<file path="src/rtl/bmq_pkg.sv">
// Shared types, codes and widths for the blocking message queue.
// No dependencies; every other file of the block but bmq_ram imports this package.
package bmq_pkg;

   // Fixed field widths of the request, response and register channels
   localparam int TASK_W      = 8;
   localparam int MSG_PORT_W  = 32;
   localparam int KIND_W      = 3;
   localparam int CAP_W       = 5;

   // Capacity register value after reset
   localparam logic [CAP_W-1:0] CAP_RESET = 5'd16;

   // Defaults for the top-level parameters
   localparam int DEF_QUEUE_DEPTH  = 16;
   localparam int DEF_WAITER_DEPTH = 8;
   localparam int DEF_MESSAGE_BITS = 32;

   typedef enum logic {
      OP_SEND    = 1'b0,
      OP_RECEIVE = 1'b1
   } op_type;

   typedef enum logic [KIND_W-1:0] {
      KIND_STORED    = 3'd0,
      KIND_DELIVERED = 3'd1,
      KIND_BLOCKED   = 3'd2,
      KIND_WOKEN     = 3'd3,
      KIND_REJECTED  = 3'd4
   } result_kind_type;

   typedef enum logic [1:0] {
      ST_IDLE,
      ST_EXEC,
      ST_SECOND
   } state_type;

   // Commands from the controller to the datapath
   typedef struct packed {
      logic capture;
      logic commit;
      logic load_second;
   } cmd_type;

   // Status from the datapath to the controller
   typedef struct packed {
      logic out_free;
      logic two_results;
   } status_type;

endpackage

</file>
<file path="src/rtl/bmq_req_if.sv">
// Request channel of the blocking message queue: valid/ready plus one request.
// Depends on bmq_pkg.
interface bmq_req_if import bmq_pkg::*; ();
   logic               valid;
   logic               ready;
   op_type             operation;
   logic [TASK_W-1:0]  task_id;
   logic [MSG_PORT_W-1:0] message;

   modport source (output valid, operation, task_id, message, input ready);
   modport sink   (input valid, operation, task_id, message, output ready);
endinterface

</file>
<file path="src/rtl/bmq_rsp_if.sv">
// Response channel of the blocking message queue: valid/ready plus one result.
// Depends on bmq_pkg.
interface bmq_rsp_if import bmq_pkg::*; ();
   logic                  valid;
   logic                  ready;
   result_kind_type       result_kind;
   logic [TASK_W-1:0]     result_task;
   logic [MSG_PORT_W-1:0] result_message;
   logic                  last_result;

   modport source (output valid, result_kind, result_task, result_message, last_result,
                   input ready);
   modport sink   (input valid, result_kind, result_task, result_message, last_result,
                   output ready);
endinterface

</file>
<file path="src/rtl/bmq_csr_if.sv">
// Register write channel of the blocking message queue: valid/ready plus capacity.
// Depends on bmq_pkg.
interface bmq_csr_if import bmq_pkg::*; ();
   logic             valid;
   logic             ready;
   logic [CAP_W-1:0] queue_capacity;

   modport source (output valid, queue_capacity, input ready);
   modport sink   (input valid, queue_capacity, output ready);
endinterface

</file>
<file path="src/rtl/bmq_ram.sv">
// Generic single-write, single-read RAM with registered read data.
// No dependencies.
module bmq_ram #(
   parameter int WIDTH = 32,
   parameter int DEPTH = 16,
   localparam int AW = (DEPTH > 1) ? $clog2(DEPTH) : 1
) (
   input  logic             clock,
   input  logic             wr_en,
   input  logic [AW-1:0]    wr_addr,
   input  logic [WIDTH-1:0] wr_data,
   input  logic [AW-1:0]    rd_addr,
   output logic [WIDTH-1:0] rd_data
);

   logic [WIDTH-1:0] store_ff [DEPTH];
   logic [WIDTH-1:0] rd_data_ff;

   // Write port
   always_ff @(posedge clock) begin
      if (wr_en) begin
         store_ff[wr_addr] <= wr_data;
      end
   end

   // Registered read port
   always_ff @(posedge clock) begin
      rd_data_ff <= store_ff[rd_addr];
   end

   assign rd_data = rd_data_ff;

endmodule

</file>
<file path="src/rtl/bmq_ctrl.sv">
// Controller of the blocking message queue: sequences accept, execute and
// second-result steps. Depends on bmq_pkg.
module bmq_ctrl import bmq_pkg::*; (
   input  logic       clock,
   input  logic       reset,
   input  logic       req_valid,
   output logic       req_ready,
   input  status_type status,
   output cmd_type    cmd
);

   state_type state_ff;
   state_type state_in;

   // Next state
   always_comb begin
      state_in = state_ff;
      case (state_ff)
         ST_IDLE: begin
            if (req_valid) state_in = ST_EXEC;
         end
         ST_EXEC: begin
            if (status.out_free) state_in = status.two_results ? ST_SECOND : ST_IDLE;
         end
         ST_SECOND: begin
            if (status.out_free) state_in = ST_IDLE;
         end
         default: state_in = ST_IDLE;
      endcase
   end

   // Outputs
   always_comb begin
      req_ready       = 1'b0;
      cmd.capture     = 1'b0;
      cmd.commit      = 1'b0;
      cmd.load_second = 1'b0;
      case (state_ff)
         ST_IDLE: begin
            req_ready   = 1'b1;
            cmd.capture = req_valid;
         end
         ST_EXEC: begin
            cmd.commit = status.out_free;
         end
         ST_SECOND: begin
            cmd.load_second = status.out_free;
         end
         default: begin
            req_ready = 1'b0;
         end
      endcase
   end

   // State register
   always_ff @(posedge clock) begin
      if (reset) begin
         state_ff <= ST_IDLE;
      end else begin
         state_ff <= state_in;
      end
   end

endmodule

</file>
<file path="src/rtl/bmq_datapath.sv">
// Datapath of the blocking message queue: ring, waiter stacks, counters,
// capacity register and response register. Depends on bmq_pkg and bmq_ram.
module bmq_datapath import bmq_pkg::*; #(
   parameter int QUEUE_DEPTH  = DEF_QUEUE_DEPTH,
   parameter int WAITER_DEPTH = DEF_WAITER_DEPTH,
   parameter int MESSAGE_BITS = DEF_MESSAGE_BITS
) (
   input  logic                  clock,
   input  logic                  reset,
   // request payload
   input  op_type                req_operation,
   input  logic [TASK_W-1:0]     req_task_id,
   input  logic [MSG_PORT_W-1:0] req_message,
   // register write
   input  logic                  csr_write,
   input  logic [CAP_W-1:0]      csr_data,
   // control
   input  cmd_type               cmd,
   output status_type            status,
   // response
   input  logic                  rsp_ready,
   output logic                  rsp_valid,
   output result_kind_type       rsp_kind,
   output logic [TASK_W-1:0]     rsp_task,
   output logic [MSG_PORT_W-1:0] rsp_message,
   output logic                  rsp_last
);

   localparam int QAW   = $clog2(QUEUE_DEPTH);
   localparam int QCW   = $clog2(QUEUE_DEPTH + 1);
   localparam int WAW   = (WAITER_DEPTH > 1) ? $clog2(WAITER_DEPTH) : 1;
   localparam int WCW   = $clog2(WAITER_DEPTH + 1);
   localparam int MSG_W = (MESSAGE_BITS < MSG_PORT_W) ? MESSAGE_BITS : MSG_PORT_W;
   localparam int PW    = (QAW + 1 > QCW) ? QAW + 1 : QCW;
   localparam int PRW   = MSG_W + TASK_W;

   // Captured request
   op_type             op_ff;
   logic [TASK_W-1:0]  task_ff;
   logic [MSG_W-1:0]   msg_ff;

   // Queue state
   logic [CAP_W-1:0]   cap_ff;
   logic [QAW-1:0]     rp_ff, rp_in;
   logic [QAW-1:0]     wp_ff, wp_in;
   logic [QCW-1:0]     fill_ff, fill_in;
   logic [WCW-1:0]     pcnt_ff, pcnt_in;
   logic [WCW-1:0]     ccnt_ff, ccnt_in;
   logic [TASK_W-1:0]  wake_task_ff, wake_task_in;

   // Response register
   logic                  rsp_valid_ff;
   result_kind_type       rsp_kind_ff;
   logic [TASK_W-1:0]     rsp_task_ff;
   logic [MSG_PORT_W-1:0] rsp_msg_ff;
   logic                  rsp_last_ff;

   // Decision of the current request
   result_kind_type    kind_in;
   logic [TASK_W-1:0]  res_task_in;
   logic [MSG_W-1:0]   res_msg_in;
   logic               two_in;

   // Memory ports
   logic               ring_we;
   logic [MSG_W-1:0]   ring_wdata;
   logic [MSG_W-1:0]   ring_rdata;
   logic               prod_we;
   logic [PRW-1:0]     prod_rdata;
   logic               cons_we;
   logic [TASK_W-1:0]  cons_rdata;
   logic [WCW-1:0]     pcnt_dec, ccnt_dec;

   logic [QCW-1:0]     cap_use;
   logic               out_free;

   // Step a ring pointer, wrapping at the last slot in use
   function automatic logic [QAW-1:0] advance(input logic [QAW-1:0] ptr,
                                              input logic [QCW-1:0] cap);
      logic [PW-1:0] nxt;
      nxt = PW'(ptr) + PW'(1);
      if (nxt >= PW'(cap)) return '0;
      return nxt[QAW-1:0];
   endfunction

   // Clamp the capacity register to between one slot and the built depth
   always_comb begin
      if (cap_ff == '0) begin
         cap_use = QCW'(1);
      end else if (int'(cap_ff) > QUEUE_DEPTH) begin
         cap_use = QCW'(QUEUE_DEPTH);
      end else begin
         cap_use = QCW'(cap_ff);
      end
   end

   assign pcnt_dec = pcnt_ff - WCW'(1);
   assign ccnt_dec = ccnt_ff - WCW'(1);

   // Stores: read addresses follow the live pointers so the registered read data is ready in the execute step
   bmq_ram #(.WIDTH(MSG_W), .DEPTH(QUEUE_DEPTH)) u_ring (
      .clock   (clock),
      .wr_en   (ring_we),
      .wr_addr (wp_ff),
      .wr_data (ring_wdata),
      .rd_addr (rp_ff),
      .rd_data (ring_rdata)
   );

   bmq_ram #(.WIDTH(PRW), .DEPTH(WAITER_DEPTH)) u_producers (
      .clock   (clock),
      .wr_en   (prod_we),
      .wr_addr (pcnt_ff[WAW-1:0]),
      .wr_data ({task_ff, msg_ff}),
      .rd_addr (pcnt_dec[WAW-1:0]),
      .rd_data (prod_rdata)
   );

   bmq_ram #(.WIDTH(TASK_W), .DEPTH(WAITER_DEPTH)) u_consumers (
      .clock   (clock),
      .wr_en   (cons_we),
      .wr_addr (ccnt_ff[WAW-1:0]),
      .wr_data (task_ff),
      .rd_addr (ccnt_dec[WAW-1:0]),
      .rd_data (cons_rdata)
   );

   // Decide the request's results and the next queue state
   always_comb begin
      kind_in      = KIND_STORED;
      res_task_in  = task_ff;
      res_msg_in   = '0;
      two_in       = 1'b0;
      wake_task_in = wake_task_ff;
      rp_in        = rp_ff;
      wp_in        = wp_ff;
      fill_in      = fill_ff;
      pcnt_in      = pcnt_ff;
      ccnt_in      = ccnt_ff;
      ring_we      = 1'b0;
      ring_wdata   = msg_ff;
      prod_we      = 1'b0;
      cons_we      = 1'b0;
      case (op_ff)
         OP_SEND: begin
            if (ccnt_ff != '0) begin
               // hand straight to the newest waiting consumer
               kind_in      = KIND_DELIVERED;
               res_task_in  = cons_rdata;
               res_msg_in   = msg_ff;
               two_in       = 1'b1;
               wake_task_in = cons_rdata;
               ccnt_in      = ccnt_dec;
            end else if (fill_ff >= cap_use) begin
               if (pcnt_ff != WCW'(WAITER_DEPTH)) begin
                  kind_in = KIND_BLOCKED;
                  prod_we = cmd.commit;
                  pcnt_in = pcnt_ff + WCW'(1);
               end else begin
                  kind_in = KIND_REJECTED;
               end
            end else begin
               kind_in = KIND_STORED;
               ring_we = cmd.commit;
               wp_in   = advance(wp_ff, cap_use);
               fill_in = fill_ff + QCW'(1);
            end
         end
         OP_RECEIVE: begin
            if (fill_ff != '0) begin
               kind_in    = KIND_DELIVERED;
               res_msg_in = ring_rdata;
               rp_in      = advance(rp_ff, cap_use);
               if (pcnt_ff != '0) begin
                  // refill the freed slot from the newest waiting producer
                  two_in       = 1'b1;
                  wake_task_in = prod_rdata[MSG_W +: TASK_W];
                  pcnt_in      = pcnt_dec;
                  ring_we      = cmd.commit;
                  ring_wdata   = prod_rdata[MSG_W-1:0];
                  wp_in        = advance(wp_ff, cap_use);
               end else begin
                  fill_in = fill_ff - QCW'(1);
               end
            end else if (ccnt_ff != WCW'(WAITER_DEPTH)) begin
               kind_in = KIND_BLOCKED;
               cons_we = cmd.commit;
               ccnt_in = ccnt_ff + WCW'(1);
            end else begin
               kind_in = KIND_REJECTED;
            end
         end
         default: begin
            kind_in = KIND_REJECTED;
         end
      endcase
   end

   // Capture the request payload
   always_ff @(posedge clock) begin
      if (cmd.capture) begin
         op_ff   <= req_operation;
         task_ff <= req_task_id;
         msg_ff  <= req_message[MSG_W-1:0];
      end
   end

   // Queue state: advance on commit, capacity on register write
   always_ff @(posedge clock) begin
      if (reset) begin
         cap_ff  <= CAP_RESET;
         rp_ff   <= '0;
         wp_ff   <= '0;
         fill_ff <= '0;
         pcnt_ff <= '0;
         ccnt_ff <= '0;
      end else begin
         if (csr_write) cap_ff <= csr_data;
         if (cmd.commit) begin
            rp_ff   <= rp_in;
            wp_ff   <= wp_in;
            fill_ff <= fill_in;
            pcnt_ff <= pcnt_in;
            ccnt_ff <= ccnt_in;
         end
      end
   end

   // Hold the task to wake for the second result
   always_ff @(posedge clock) begin
      if (cmd.commit) wake_task_ff <= wake_task_in;
   end

   // Response register: load a result, drop it once taken
   assign out_free = !rsp_valid_ff || rsp_ready;

   always_ff @(posedge clock) begin
      if (reset) begin
         rsp_valid_ff <= 1'b0;
      end else if (cmd.commit || cmd.load_second) begin
         rsp_valid_ff <= 1'b1;
      end else if (rsp_ready) begin
         rsp_valid_ff <= 1'b0;
      end
   end

   always_ff @(posedge clock) begin
      if (cmd.commit) begin
         rsp_kind_ff <= kind_in;
         rsp_task_ff <= res_task_in;
         rsp_msg_ff  <= MSG_PORT_W'(res_msg_in);
         rsp_last_ff <= !two_in;
      end else if (cmd.load_second) begin
         rsp_kind_ff <= KIND_WOKEN;
         rsp_task_ff <= wake_task_ff;
         rsp_msg_ff  <= '0;
         rsp_last_ff <= 1'b1;
      end
   end

   assign status.out_free    = out_free;
   assign status.two_results = two_in;

   assign rsp_valid   = rsp_valid_ff;
   assign rsp_kind    = rsp_kind_ff;
   assign rsp_task    = rsp_task_ff;
   assign rsp_message = rsp_msg_ff;
   assign rsp_last    = rsp_last_ff;

   // Checks
   a_fill_bound: assert property (@(posedge clock) disable iff (reset)
      fill_ff <= QCW'(QUEUE_DEPTH))
      else $error("ring fill count beyond built depth");

   a_wait_bound: assert property (@(posedge clock) disable iff (reset)
      (pcnt_ff <= WCW'(WAITER_DEPTH)) && (ccnt_ff <= WCW'(WAITER_DEPTH)))
      else $error("waiter count beyond stack depth");

   a_load_free: assert property (@(posedge clock) disable iff (reset)
      (cmd.commit || cmd.load_second) |-> out_free)
      else $error("result loaded over an untaken response");

   a_refill_keeps_fill: assert property (@(posedge clock) disable iff (reset)
      (cmd.commit && op_ff == OP_RECEIVE && fill_ff != '0 && pcnt_ff != '0)
      |=> fill_ff == $past(fill_ff))
      else $error("producer refill changed the fill count");

endmodule

</file>
<file path="src/rtl/blocking_message_queue_core.sv">
// Top level of the blocking message queue: controller, datapath and channels.
// Depends on bmq_pkg, the bmq_*_if interfaces, bmq_ctrl and bmq_datapath.
//
//   channel   dir  handshake          payload
//   req_ch    in   valid / ready      operation, task_id, message
//   rsp_ch    out  valid / ready      result_kind, result_task, result_message, last_result
//   csr_ch    in   valid / ready      queue_capacity (always ready)
//
// A request with one result passes through accept, then execute with the
// registered store read data; one with two results adds a second-result step,
// as there is a single response register. Reset clears pointers, counts and the
// controller at once; the ring and waiter stores are not cleared. A stalled
// response holds the block in its execute or second-result step.
module blocking_message_queue_core import bmq_pkg::*; #(
   parameter int QUEUE_DEPTH  = DEF_QUEUE_DEPTH,
   parameter int WAITER_DEPTH = DEF_WAITER_DEPTH,
   parameter int MESSAGE_BITS = DEF_MESSAGE_BITS
) (
   input logic      clock,
   input logic      reset,
   bmq_req_if.sink  req_ch,
   bmq_rsp_if.source rsp_ch,
   bmq_csr_if.sink  csr_ch
);

   cmd_type    cmd;
   status_type status;

   // Capacity register accepts a write in any cycle
   assign csr_ch.ready = 1'b1;

   bmq_ctrl u_ctrl (
      .clock     (clock),
      .reset     (reset),
      .req_valid (req_ch.valid),
      .req_ready (req_ch.ready),
      .status    (status),
      .cmd       (cmd)
   );

   bmq_datapath #(
      .QUEUE_DEPTH  (QUEUE_DEPTH),
      .WAITER_DEPTH (WAITER_DEPTH),
      .MESSAGE_BITS (MESSAGE_BITS)
   ) u_datapath (
      .clock         (clock),
      .reset         (reset),
      .req_operation (req_ch.operation),
      .req_task_id   (req_ch.task_id),
      .req_message   (req_ch.message),
      .csr_write     (csr_ch.valid),
      .csr_data      (csr_ch.queue_capacity),
      .cmd           (cmd),
      .status        (status),
      .rsp_ready     (rsp_ch.ready),
      .rsp_valid     (rsp_ch.valid),
      .rsp_kind      (rsp_ch.result_kind),
      .rsp_task      (rsp_ch.result_task),
      .rsp_message   (rsp_ch.result_message),
      .rsp_last      (rsp_ch.last_result)
   );

endmodule

</file>
<file path="src/flat_wrapper.sv">
// flat-port wrapper written by rule: the top's interface ports become plain ports
module blocking_message_queue_core_flat import bmq_pkg::*;
#(
   parameter int QUEUE_DEPTH  = DEF_QUEUE_DEPTH,
   parameter int WAITER_DEPTH = DEF_WAITER_DEPTH,
   parameter int MESSAGE_BITS = DEF_MESSAGE_BITS
)
  (clock, reset, req_ch_valid, req_ch_operation, req_ch_task_id, req_ch_message, req_ch_ready, rsp_ch_valid, rsp_ch_result_kind, rsp_ch_result_task, rsp_ch_result_message, rsp_ch_last_result, rsp_ch_ready, csr_ch_valid, csr_ch_queue_capacity, csr_ch_ready);
  bmq_req_if req_ch_i ();
  bmq_rsp_if rsp_ch_i ();
  bmq_csr_if csr_ch_i ();
  input logic clock;
  input logic reset;
  input wire logic [$bits(req_ch_i.valid)-1:0] req_ch_valid;
  input wire logic [$bits(req_ch_i.operation)-1:0] req_ch_operation;
  input wire logic [$bits(req_ch_i.task_id)-1:0] req_ch_task_id;
  input wire logic [$bits(req_ch_i.message)-1:0] req_ch_message;
  output wire logic [$bits(req_ch_i.ready)-1:0] req_ch_ready;
  output wire logic [$bits(rsp_ch_i.valid)-1:0] rsp_ch_valid;
  output wire logic [$bits(rsp_ch_i.result_kind)-1:0] rsp_ch_result_kind;
  output wire logic [$bits(rsp_ch_i.result_task)-1:0] rsp_ch_result_task;
  output wire logic [$bits(rsp_ch_i.result_message)-1:0] rsp_ch_result_message;
  output wire logic [$bits(rsp_ch_i.last_result)-1:0] rsp_ch_last_result;
  input wire logic [$bits(rsp_ch_i.ready)-1:0] rsp_ch_ready;
  input wire logic [$bits(csr_ch_i.valid)-1:0] csr_ch_valid;
  input wire logic [$bits(csr_ch_i.queue_capacity)-1:0] csr_ch_queue_capacity;
  output wire logic [$bits(csr_ch_i.ready)-1:0] csr_ch_ready;
  assign req_ch_i.valid = req_ch_valid;
  assign req_ch_i.operation = req_ch_operation;
  assign req_ch_i.task_id = req_ch_task_id;
  assign req_ch_i.message = req_ch_message;
  assign req_ch_ready = req_ch_i.ready;
  assign rsp_ch_valid = rsp_ch_i.valid;
  assign rsp_ch_result_kind = rsp_ch_i.result_kind;
  assign rsp_ch_result_task = rsp_ch_i.result_task;
  assign rsp_ch_result_message = rsp_ch_i.result_message;
  assign rsp_ch_last_result = rsp_ch_i.last_result;
  assign rsp_ch_i.ready = rsp_ch_ready;
  assign csr_ch_i.valid = csr_ch_valid;
  assign csr_ch_i.queue_capacity = csr_ch_queue_capacity;
  assign csr_ch_ready = csr_ch_i.ready;
  blocking_message_queue_core #(.QUEUE_DEPTH(QUEUE_DEPTH), .WAITER_DEPTH(WAITER_DEPTH), .MESSAGE_BITS(MESSAGE_BITS)) u_core (.clock(clock), .reset(reset), .req_ch(req_ch_i), .rsp_ch(rsp_ch_i), .csr_ch(csr_ch_i));
endmodule
</file>
<file path="config.mk">
export PLATFORM = sky130hd
export DESIGN_NAME = blocking_message_queue_core_flat
export DESIGN_NICKNAME = d
export VERILOG_FILES = /design/src/rtl/bmq_pkg.sv /design/src/rtl/bmq_req_if.sv /design/src/rtl/bmq_rsp_if.sv /design/src/rtl/bmq_csr_if.sv /design/src/rtl/bmq_ram.sv /design/src/rtl/bmq_ctrl.sv /design/src/rtl/bmq_datapath.sv /design/src/rtl/blocking_message_queue_core.sv /design/src/flat_wrapper.sv
export SDC_FILE = /design/constraint.sdc
export NUM_CORES = 1
export LEC_CHECK = 0
export BUFFER_PORTS_ARGS = -buffer_cell sky130_fd_sc_hd__buf_4
export CAP_MARGIN = 20
export CORE_MARGIN = 10
export CORE_UTILIZATION = 35
export DETAILED_ROUTE_END_ITERATION = 8
export MAX_ROUTING_LAYER = met4
export RECOVER_POWER = 25
export SKIP_LAST_GASP = 1
export SYNTH_ARGS = -nofsm -noshare
export SYNTH_HDL_FRONTEND = slang
export SYNTH_HIERARCHICAL = 1
export SYNTH_SLANG_ARGS = --single-unit
</file>
<file path="constraint.sdc">
create_clock -name clock -period 6.7 [get_ports clock]
set_clock_uncertainty 0.1 [all_clocks]
set_input_delay 0.335 -clock clock [delete_from_list [all_inputs] [get_ports clock]]
set_output_delay 0.335 -clock clock [all_outputs]
set_load 0.03 [all_outputs]
</file>
After elaboration in Yosys (flattened, before gate mapping)
Memories as Yosys holds them, arrays and structs flattened. A register that Yosys moved wholly into a read port is not among the register bits.
Cells that the tools add are included.
Widths: inputs -> output; s select.
- add/subtract/negate cells: 8
- $lt $le $gt $ge: 4
- eq/ne operators: 17
- multiplexer cells: 96
- bitwise operators: 1
- reduce and logical (&&, ||, !) cells: 18
- operator list (cell ; number):
    $mux 32 ; 7
    $mux 4 ; 17
    $pmux 32 s2 ; 1
    $mux 8 ; 7
    $mux 1 ; 38
    $mux 5 ; 6
    $pmux 4 s2 ; 3
    $mux 3 ; 7
    $ne 2x2->1 const B ; 10
    $pmux 8 s2 ; 1
    $ge 5x5->1 ; 3
    $add 4x1->5 const B ; 2
    $pmux 5 s2 ; 1
    $reduce_and 5->1 ; 2
    $add 4x1->4 const B ; 2
    $mux 2 ; 4
    $ne 4x4->1 const B ; 2
    $reduce_and 4->1 ; 2
    $reduce_bool 4->1 ; 2
    $sub 4x1->4 const B ; 2
    $ne 2x1->1 const B ; 3
    $pmux 2 s3 ; 1
    $pmux 3 s2 ; 1
    $reduce_and 3->1 ; 2
    other kinds (14) ; 18
- flip-flop bits (word level): 122
- memory bits (writable): 896
- bits of input ports: 51
- output and inout bits: 47
- word-level logic and storage cells: 163
- memories: 3
- memory list (name ; depth ; width ; read ports ; clocked after memory_dff ; write ports ; RTL line ; RTL):
    u_core.u_datapath.u_ring.store_ff ; 16 ; 32 ; 1 ; 1 ; 1 ; bmq_ram.sv:16 ; logic [WIDTH-1:0] store_ff [DEPTH];
    u_core.u_datapath.u_producers.store_ff ; 8 ; 40 ; 1 ; 1 ; 1 ; bmq_ram.sv:16 ;
    u_core.u_datapath.u_consumers.store_ff ; 8 ; 8 ; 1 ; 1 ; 1 ; bmq_ram.sv:16 ;

Depth between registers and ports, before layout
Gate-level depths: netlist of the first run.
- depth after elaboration: 12
- mapped depth: 11
- depth with buffers taken out: 11

Cells and area by module
The synthesis of the first run kept the hierarchy.
- modules (own cells, without submodules) (module ; instances ; cells an instance ; area an instance (sq um)):
    bmq_ram at u_core.u_datapath.u_ring ; 1 ; 838 ; 19835.3
    bmq_ram at u_core.u_datapath.u_producers ; 1 ; 515 ; 13171.4
    bmq_datapath ; 1 ; 439 ; 5729.2
    bmq_ram at u_core.u_datapath.u_consumers ; 1 ; 114 ; 2691.3
    bmq_ctrl ; 1 ; 12 ; 103.8
    blocking_message_queue_core ; 1 ; 2 ; 11.3

Worst setup path before layout of the first run
OpenSTA, ideal clock, no wires.
- path type: register to register
- start: register u_core.u_datapath.cap_ff[1]
- end: memory u_core.u_datapath.u_ring.store_ff[0][0] (enable)
- setup time: 0.461 ns
- arrival: 4.610 ns
- path slack: 1.529 ns
- stages on the path, launching flop included: 11
- path buffers: 0
- clock period less this slack: 5.171 ns
- cell sequence: dfxtp_1 > nor3_1 > nor2_1 > nor2_1 > ha_1 > nor2b_1 > o21ai_0 > maj3_1 > o21ai_4 > or3b_2 > nor3_1
- word-level cells in the longest chain between the ends: 9
- elaborated cells between the ends (all ways): 10
- classes of those cells: 2 x order compare; 7 x mux; 1 x reduce/logical
- RTL lines (element ; RTL line ; RTL):
    from (decl) ; bmq_datapath.sv:43 ; logic [CAP_W-1:0] cap_ff;
    from (signal assigned) ; bmq_datapath.sv:218 ; if (csr_write) cap_ff <= csr_data;
    $gt 5x5->1 ; bmq_datapath.sv:90 ; end else if (int'(cap_ff) > QUEUE_DEPTH) begin
    $mux 5 ; bmq_datapath.sv:90 ;
    $mux 5 (*) ; bmq_datapath.sv:88 ; if (cap_ff == '0) begin
    $ge 5x5->1 (*) ; bmq_datapath.sv:154 ; end else if (fill_ff >= cap_use) begin
    $mux 1 (*) ; bmq_datapath.sv:154 ;
    $mux 1 (*) ; bmq_datapath.sv:146 ; if (ccnt_ff != '0) begin
    $pmux 1 s2 (*) ; bmq_datapath.sv:144 ; case (op_ff)
    via u_core.u_datapath.ring_we ; bmq_datapath.sv:65 ; logic ring_we;
    $mux 1 (*) ; bmq_ram.sv:21 ; if (wr_en) begin
    $mux 1 (not written as such) (*) ; bmq_ram.sv:22 ; store_ff[wr_addr] <= wr_data;
    to (decl) ; bmq_ram.sv:16 ;
The timed path passes the listed nets; every way through them passes the cells marked *.

Final worst setup path of the first run
- start: register u_core.u_datapath.op_ff
- end: memory u_core.u_datapath.u_ring.store_ff[12][24], in the netlist u_core/u_datapath/u_ring/store_ff[6][24] (enable)
- word-level cells in the longest chain between the ends: 4
- RTL lines (element ; RTL line ; RTL):
    from (decl) ; bmq_datapath.sv:38 ; op_type op_ff;
    from (signal assigned) ; bmq_datapath.sv:202 ; op_ff <= req_operation;
    $not 1->1 ; - ;
    $pmux 1 s2 (*) ; bmq_datapath.sv:144 ;
    via u_core.u_datapath.ring_we ; bmq_datapath.sv:65 ;
    $mux 1 (*) ; bmq_ram.sv:21 ;
    $mux 1 (not written as such) (*) ; bmq_ram.sv:22 ;
Marked as above.

==> results of run 1 <==
==> through the flow <==
stage	hold WS, ns	utilization [%]	cells	total power [mW]	setup WS [ns]
after floorplan	0.304	-	1920	8.69	1.53
after global placement	0.383	37.5	3496	9.09	1.93
after detailed placement	0.408	37.5	3497	9.12	1.81
after CTS	0.228	41.1	3754	15.3	1.76
after global routing	0.261	41.1	3762	15.6	1.37
final	0.284	41.1	3765	15.1	1.77
==> cell usage after synthesis, types with 9 or more instances <==
master and count:
nand2b_1 10, buf_6 10, mux4_2 129, nor2_1 60, buf_1 11, ha_1 21
nand2_1 54, buf_2 13, mux2i_1 16, buf_4 12, mux4_1 95, dfxtp_1 109
edfxtp_1 989, a21oi_1 25, inv_1 21, a22oi_1 64, clkbuf_1 46, a22o_1 33
nor3_1 9, mux2_2 91
==> where the power goes <==
part | internal [mW] | leakage (nW) | switching [mW]
Clock | 3.59 | 1.75 | 2.53
Combinational | 0.456 | 4.15 | 0.645
Sequential | 7.73 | 9.85 | 0.144
==> critical path, stage by stage, from the launching register on <==
cell,delay [ns]
edfxtp_1,0.32
clkbuf_1,1.16
inv_1,0.45
a2111o_1,0.52
and2b_1,0.24
o21ai_4,0.18
nand3b_1,0.40
nor2_4,0.93
buf_4,0.30
==> final timing paths <==
path	start	endpoint	slack, ns	depth (start not counted)
setup reg to reg	u_core/u_datapath/op_ff	u_core/u_datapath/u_ring/store_ff[6][24]	1.77	8
hold reg to reg	u_core/u_datapath/u_ring/rd_data[5]	u_core/u_datapath/rsp_message[5]	0.43	1
hold / removal	req_ch_operation	u_core/u_datapath/op_ff	0.28	2
setup / recovery	u_core/u_datapath/op_ff	u_core/u_datapath/u_ring/store_ff[6][24]	1.77	8
==> layer usage <==
| layer | routed length, um | share of wire (%) | vias up | track usage, % |
|---|---|---|---|---|
| li1 | - | - | 8453 | - |
| met5 | 0 | 0 | - | - |
| met3 | 5250 | 5.7 | 120 | 2.30 |
| met1 | 40100 | 44 | 10334 | 18.7 |
| met4 | 1950 | 2.1 | 0 | 3.93 |
| met2 | 44100 | 48 | 567 | 22.1 |
==> cells by family (layout without fill, tap and decap cells) <==
family,Yosys count,in the layout
DFF,1098,1098
muxes,331,331
and+or+nand+nor,181,181
AOI/OAI and AO/OA,158,158
buffers and inverters,114,420
adders and majority gates,24,24
xor gates and xnor gates,13,13
other,1,4
==> layout make-up <==
class | count | area share [%]
flip-flops and latches | 1098 | 65.9
clock inverters | 49 | 1.37
well taps | 1536 | 3.97
clock buffers | 148 | 6.10
diodes | 3 | 0.0155
repair buffers | 202 | 3.34
inverters | 21 | 0.168
multi-input cells | 708 | 19.2
==> registers in the layout, indices dropped and copies added (netlist names) <==
| register | count |
|---|---|
| u_core/u_datapath/u_ring/store_ff | 512 |
| u_core/u_datapath/u_producers/store_ff | 320 |
| u_core/u_datapath/u_consumers/store_ff | 64 |
| u_core/u_datapath/u_producers/rd_data | 40 |
| u_core/u_datapath/msg_ff | 32 |
| u_core/u_datapath/rsp_message | 32 |
| u_core/u_datapath/u_ring/rd_data | 32 |
| u_core/u_datapath/rsp_task | 8 |
| u_core/u_datapath/task_ff | 8 |
| u_core/u_datapath/u_consumers/rd_data | 8 |
| u_core/u_datapath/wake_task_ff | 8 |
| u_core/u_datapath/cap_ff | 5 |
| u_core/u_datapath/fill_ff | 5 |
| u_core/u_datapath/ccnt_ff | 4 |
| u_core/u_datapath/pcnt_ff | 4 |
| u_core/u_datapath/rp_ff | 4 |
| u_core/u_datapath/wp_ff | 4 |
| u_core/u_datapath/rsp_kind | 3 |
| u_core/u_ctrl/state_ff | 2 |
| u_core/u_datapath/op_ff | 1 |
| u_core/u_datapath/rsp_last | 1 |
| u_core/u_datapath/rsp_valid | 1 |
==> out/metrics.yaml, run 1 <==
status: "finished, violations left"
violations: "max-capacitance violations, max-slew violations"
grt_pass1_vias: 20438
synth_area_leaders: "edfxtp_1 (71%), mux4_2 (7.0%), mux4_1 (6.0%)"
antenna_found_initial: 2
cts.repair.resized: 0
vias: 19474
cts-hold-fix-buffers: 60
syn_nets: 1993
path_clk_slew_ns: 0.06
slew_headroom_pct: -135
drt_wl_total_um: 91500
synth_cells: 1920
layout_common_cells: "edfxtp_1 (989), mux4_2 (129), clkbuf_16 (107), dfxtp_1 (107), mux4_1 (95)"
ir_drop_mv: 0.205
drc: 0
hpwl_um: 54200
synth_top_family_by_area: "multiplexers"
wire_per_inst_um: 24.3
fmaxAchievable_mhz: 203
synth_compound_area_share_pct: 2.89
final_common_cell: "edfxtp_1"
syn_area_um2: 41500
clkSinkCount: 1098
synth_top_area_share_pct: 71.5
final_cell_area_um2: 48400
place_area_um2: 44200
leakagePower_nw: 15.8
ys_seq_area_share_pct: 76.7
drt_iter0_drc: 1742
grt_max_degree: 65
io_pins: 98
drv_slew: 114
yosys.area_share.adder_pct: 0.729
worst_setup_path_end_kind: "register"
rsz0062_at_grt: "false"
synthArstFlopShare_pct: 0
finalSetupTns_ns: 0
hold_viol_final: 0
synth-warning-count: 6
cp-start-kind: "register"
ys_seq_elements: 1098
min_path_type: "primary input to register"
die_area_um2: 133000
fin_crit_sh_pct: 73.6
rows: 126
cts_max_path_buffers: 3
multiInputGateArea_um2: 9290
clock_latency_ns: 0.69
seq_area_um2: 31900
drive_above_1_share_pct: 23.2
synth_area_leader_cell: "edfxtp_1"
core_um2: 118000
layout.nets: 2210
max-cap-violations: 3
overflow: 0
fin_crit_ns: 4.93
required_ns: 6.99
crit_arrival_ns: 5.22
grt_pass1_wl_um: 136000
root_buffer: "clkbuf_16"
path_class: "register to register"
area_growth_pct: 16.6
synth-simple-area-share_pct: 2.11
cts_setup_buffers: 0
grt_usage_pct: 14.0
start_util_pct: 35.2
die_h_um: 365
io_buffers: 96
gp_congestion: 0.751
ant_nets: 0
synth_xor_xnor_area_share_pct: 0.274
setup_viol: 0
yosysUniqueCellTypes: 70
nFillCells: 10255
worst_pin_slew_ns: 3.52
synth_edf_count: 989
synthMuxAreaShare_pct: 15.9
synthFlopType: "edfxtp_1"
htree_levels: 3
die_w_um: 365
crit_path_max_fanout: 26
synth_area_per_cell_um2: 21.6
p_per_area_nw_per_um2: 312
post_drt_via_cell_ratio: 5.17
drt_first_pass_iters: 7
cts_buffers: 106
tritoncts: "done"
Power figures use the tool's default switching activity.
==> run 2: changes to the inputs <==
==> constraint.sdc (replaced) <==
create_clock -name clock -period 4.3 [get_ports clock]
set_clock_uncertainty 0.1 [all_clocks]
set_input_delay 0.215 -clock clock [delete_from_list [all_inputs] [get_ports clock]]
set_output_delay 0.215 -clock clock [all_outputs]
set_load 0.03 [all_outputs]
==> run 2 against run 1 <==
The run still ends with max-capacitance violations, max-slew violations left. Critical path depth is 2 higher. Total power rose by 55%. Utilization up 0.13 points. Setup slack got worse by 1.1 ns. Combinational power rose by 52%. Sequential power grew 56%. Largest cell class unchanged. Routed wire length up 0.92%. Worst hold slack lost 0.13 ns. Maximum frequency up 34%. Critical endpoint is now u_core/u_datapath/u_producers/store_ff[2][20]. Count of clock-buffer cells in the layout fell by 8. First-iteration DRC count about the same.
==> out/metrics.yaml, run 2 (synthesis gave the netlist of run 1 again) <==
fin_crit_ns: 3.67  # was 4.93 ns
critical-path-slowest-cell: "clkbuf_1"  # unchanged
worstSetupStartpoint: "u_core/u_datapath/rsp_valid"  # was u_core/u_datapath/op_ff
swShare_pct: 22.0  # about the same
drt_wl_total_um: 92300  # was 91,500 um
die_area_um2: 133000  # unchanged
ir_drop_mv: 0.322  # was 0.205 mV
grt_max_degree: 131  # was 65
worst_setup_path_end_kind: "register"  # unchanged
final_common_cell: "edfxtp_1"  # unchanged
clock_latency_ns: 0.70  # was 0.69 ns
ant_nets: 0  # unchanged
start_util_pct: 35.2  # unchanged
cts_max_path_buffers: 3  # unchanged
hpwl_um: 53000  # was 54,200 um
drt_iter0_drc: 1743  # was 1,742
crit_arrival_ns: 3.88  # was 5.22 ns
io_pins: 98  # unchanged
root_buffer: "clkbuf_16"  # unchanged
max-cap-violations: 2  # was 3
overflow: 0  # unchanged
setup_ws_ns: 0.626  # was 1.77 ns
cts.repair.resized: 0  # unchanged
crit_path_max_fanout: 40  # was 26
pwr-share-seq_pct: 52.7  # was 52.1%
rr_startpoint: "u_core/u_datapath/rsp_valid"  # was u_core/u_datapath/op_ff
layout_common_cells: "edfxtp_1 (989), mux4_2 (129), clkbuf_16 (109)"  # was edfxtp_1 (989), mux4_2 (129), clkbuf_16 (107), dfxtp_1 (107), mux4_1 (95)
wire_per_inst_um: 24.4  # was 24.3 um
drive_above_1_share_pct: 23.7  # was 23.2%
die_w_um: 365  # unchanged
rr_endpoint: "u_core/u_datapath/u_producers/store_ff[2][20]"  # was u_core/u_datapath/u_ring/store_ff[6][24]
power_frac_comb_pct: 7.1  # was 7.3%
grt_usage_pct: 14.1  # was 14.0%
cts_buffers: 107  # was 106
grt_pass1_vias: 20263  # was 20,438
leakagePower_nw: 15.8  # about the same
final_util_pct: 41.2  # was 41.1%
p_switching_mw: 5.14  # was 3.32 mW
htree_levels: 3  # unchanged
cp-endpoint: "u_core/u_datapath/u_producers/store_ff[2][20]"  # was u_core/u_datapath/u_ring/store_ff[6][24]
path_depth: 10  # was 8
reg2reg_depth: 10  # was 8
required_ns: 4.51  # was 6.99 ns
status: "finished, violations left"  # unchanged
core_um2: 118000  # unchanged
p_clk_share_pct: 40.1  # was 40.6%
max_stage_delay_ns: 0.81  # was 1.16 ns
clkSinkCount: 1098  # unchanged
violations: "max-capacitance violations, max-slew violations"  # unchanged
place_area_um2: 44600  # was 44,200 um2
cp-start-kind: "register"  # unchanged
cp_top_family: "buffers and inverters"  # unchanged
slew_headroom_pct: -88.4  # was -135%
setup_viol: 0  # unchanged
nFillCells: 10236  # was 10,255
hold_viol_final: 0  # unchanged
path_class: "register to register"  # unchanged
die_h_um: 365  # unchanged
drv_slew: 111  # was 114
grt_pass1_wl_um: 135000  # was 136,000 um
drt_first_pass_iters: 5  # was 7
layout.nets: 2221  # was 2,210
crit_buf_inv: 3  # unchanged
antenna_found_initial: 4  # was 2
reg2reg_slack_ns: 0.63  # was 1.77 ns
post_drt_via_cell_ratio: 5.17  # about the same
post-place-ws_ns: 0.677  # was 1.81 ns
top_regs: "u_core/u_datapath/u_ring/store_ff (512), u_core/u_datapath/u_producers/store_ff (320), u_core/u_datapath/u_consumers/store_ff (64)"  # unchanged
fmaxAchievable_mhz: 272  # was 203 MHz
crit_chain: "nand2b_1, nand2_1, nor2_1, clkbuf_1, nand2_1, a211o_1, inv_1, nand2b_1, nor2_4, buf_4"  # was clkbuf_1, inv_1, a2111o_1, and2b_1, o21ai_4, nand3b_1, nor2_4, buf_4
worst_pin_slew_ns: 2.82  # was 3.52 ns
largest_reg_flops: 512  # unchanged
top_register: "u_core/u_datapath/u_ring/store_ff"  # unchanged
p_per_area_nw_per_um2: 481  # was 312 nW/um2
finalSetupTns_ns: 0  # unchanged
area_growth_pct: 16.9  # was 16.6%
tritoncts: "done"  # unchanged
vias: 19538  # was 19,474
fin_crit_sh_pct: 85.5  # was 73.6%
io_buffers: 96  # unchanged
gp_congestion: 0.750  # was 0.751
path_clk_slew_ns: 0.06  # about the same
min_path_type: "primary input to register"  # unchanged
rsz0062_at_grt: "false"  # unchanged
p_int_mw: 18.2  # was 11.8 mW
drc: 0  # unchanged
final_cell_area_um2: 48600  # was 48,400 um2
rows: 126  # unchanged
run 2: worst min-delay path by stage:
stage,from,to,slack [ns],depth (start not counted)
after floorplan,reset,u_core/u_ctrl/state_ff[1],0.18,1
after global placement,req_ch_message[14],u_core/u_datapath/msg_ff[14],0.29,1
after detailed placement,req_ch_message[13],u_core/u_datapath/msg_ff[13],0.29,1
after CTS,req_ch_task_id[3],u_core/u_datapath/task_ff[3],0.09,2
after global routing,req_ch_message[31],u_core/u_datapath/msg_ff[31],0.14,2
final,req_ch_message[31],u_core/u_datapath/msg_ff[31],0.15,2
run 2: metrics by stage:
step | hold WS, ns | power [mW] | std cells
3_3_place_gp | 0.294 | 14.2 | 3514
5_1_grt | 0.139 | 24.2 | 3776
3_5_place_dp | 0.294 | 14.2 | 3515
6_report | 0.155 | 23.3 | 3777
2_1_floorplan | 0.184 | 13.5 | 1920
4_1_cts | 0.0906 | 23.6 | 3776
run 2: metal layers:
layer	track usage, %	wire length [um]	vias to the layer above
li1	-	-	8479
met1	18.2	39500	10392
met2	23.1	45800	545
met3	2.09	5020	122
met4	4.09	2030	0
met5	-	0	-
run 2: layout make-up:
class                   count  area (um2)  area share, %
flip-flops and latches   1098       31900           65.6
multi-input cells         708        9330           19.2
clock buffers             140        2910           6.00
well taps                1536        1920           3.96
repair buffers            212        1790           3.69
clock inverters            61         651           1.34
inverters                  21        81.3          0.167
diodes                      1        2.50        0.00515
run 2: timing repair:
| action | 4_1_cts | 5_1_grt |
|---|---|---|
| hold endpoints to repair | 67 | 0 |
| hold buffers | 60 | 0 |
| buffers inserted | 0 | 0 |
| setup endpoints to repair | 0 | 0 |
run 2: power by group through the flow:
stage | logic (mW) | registers [mW] | clock network (mW)
2_1_floorplan | 1.10 | 12.4 | 0
3_5_place_dp | 1.67 | 12.5 | 0
3_3_place_gp | 1.64 | 12.5 | 0
4_1_cts | 1.73 | 12.3 | 9.60
5_1_grt | 1.81 | 12.3 | 10.0
6_report | 1.67 | 12.3 | 9.37
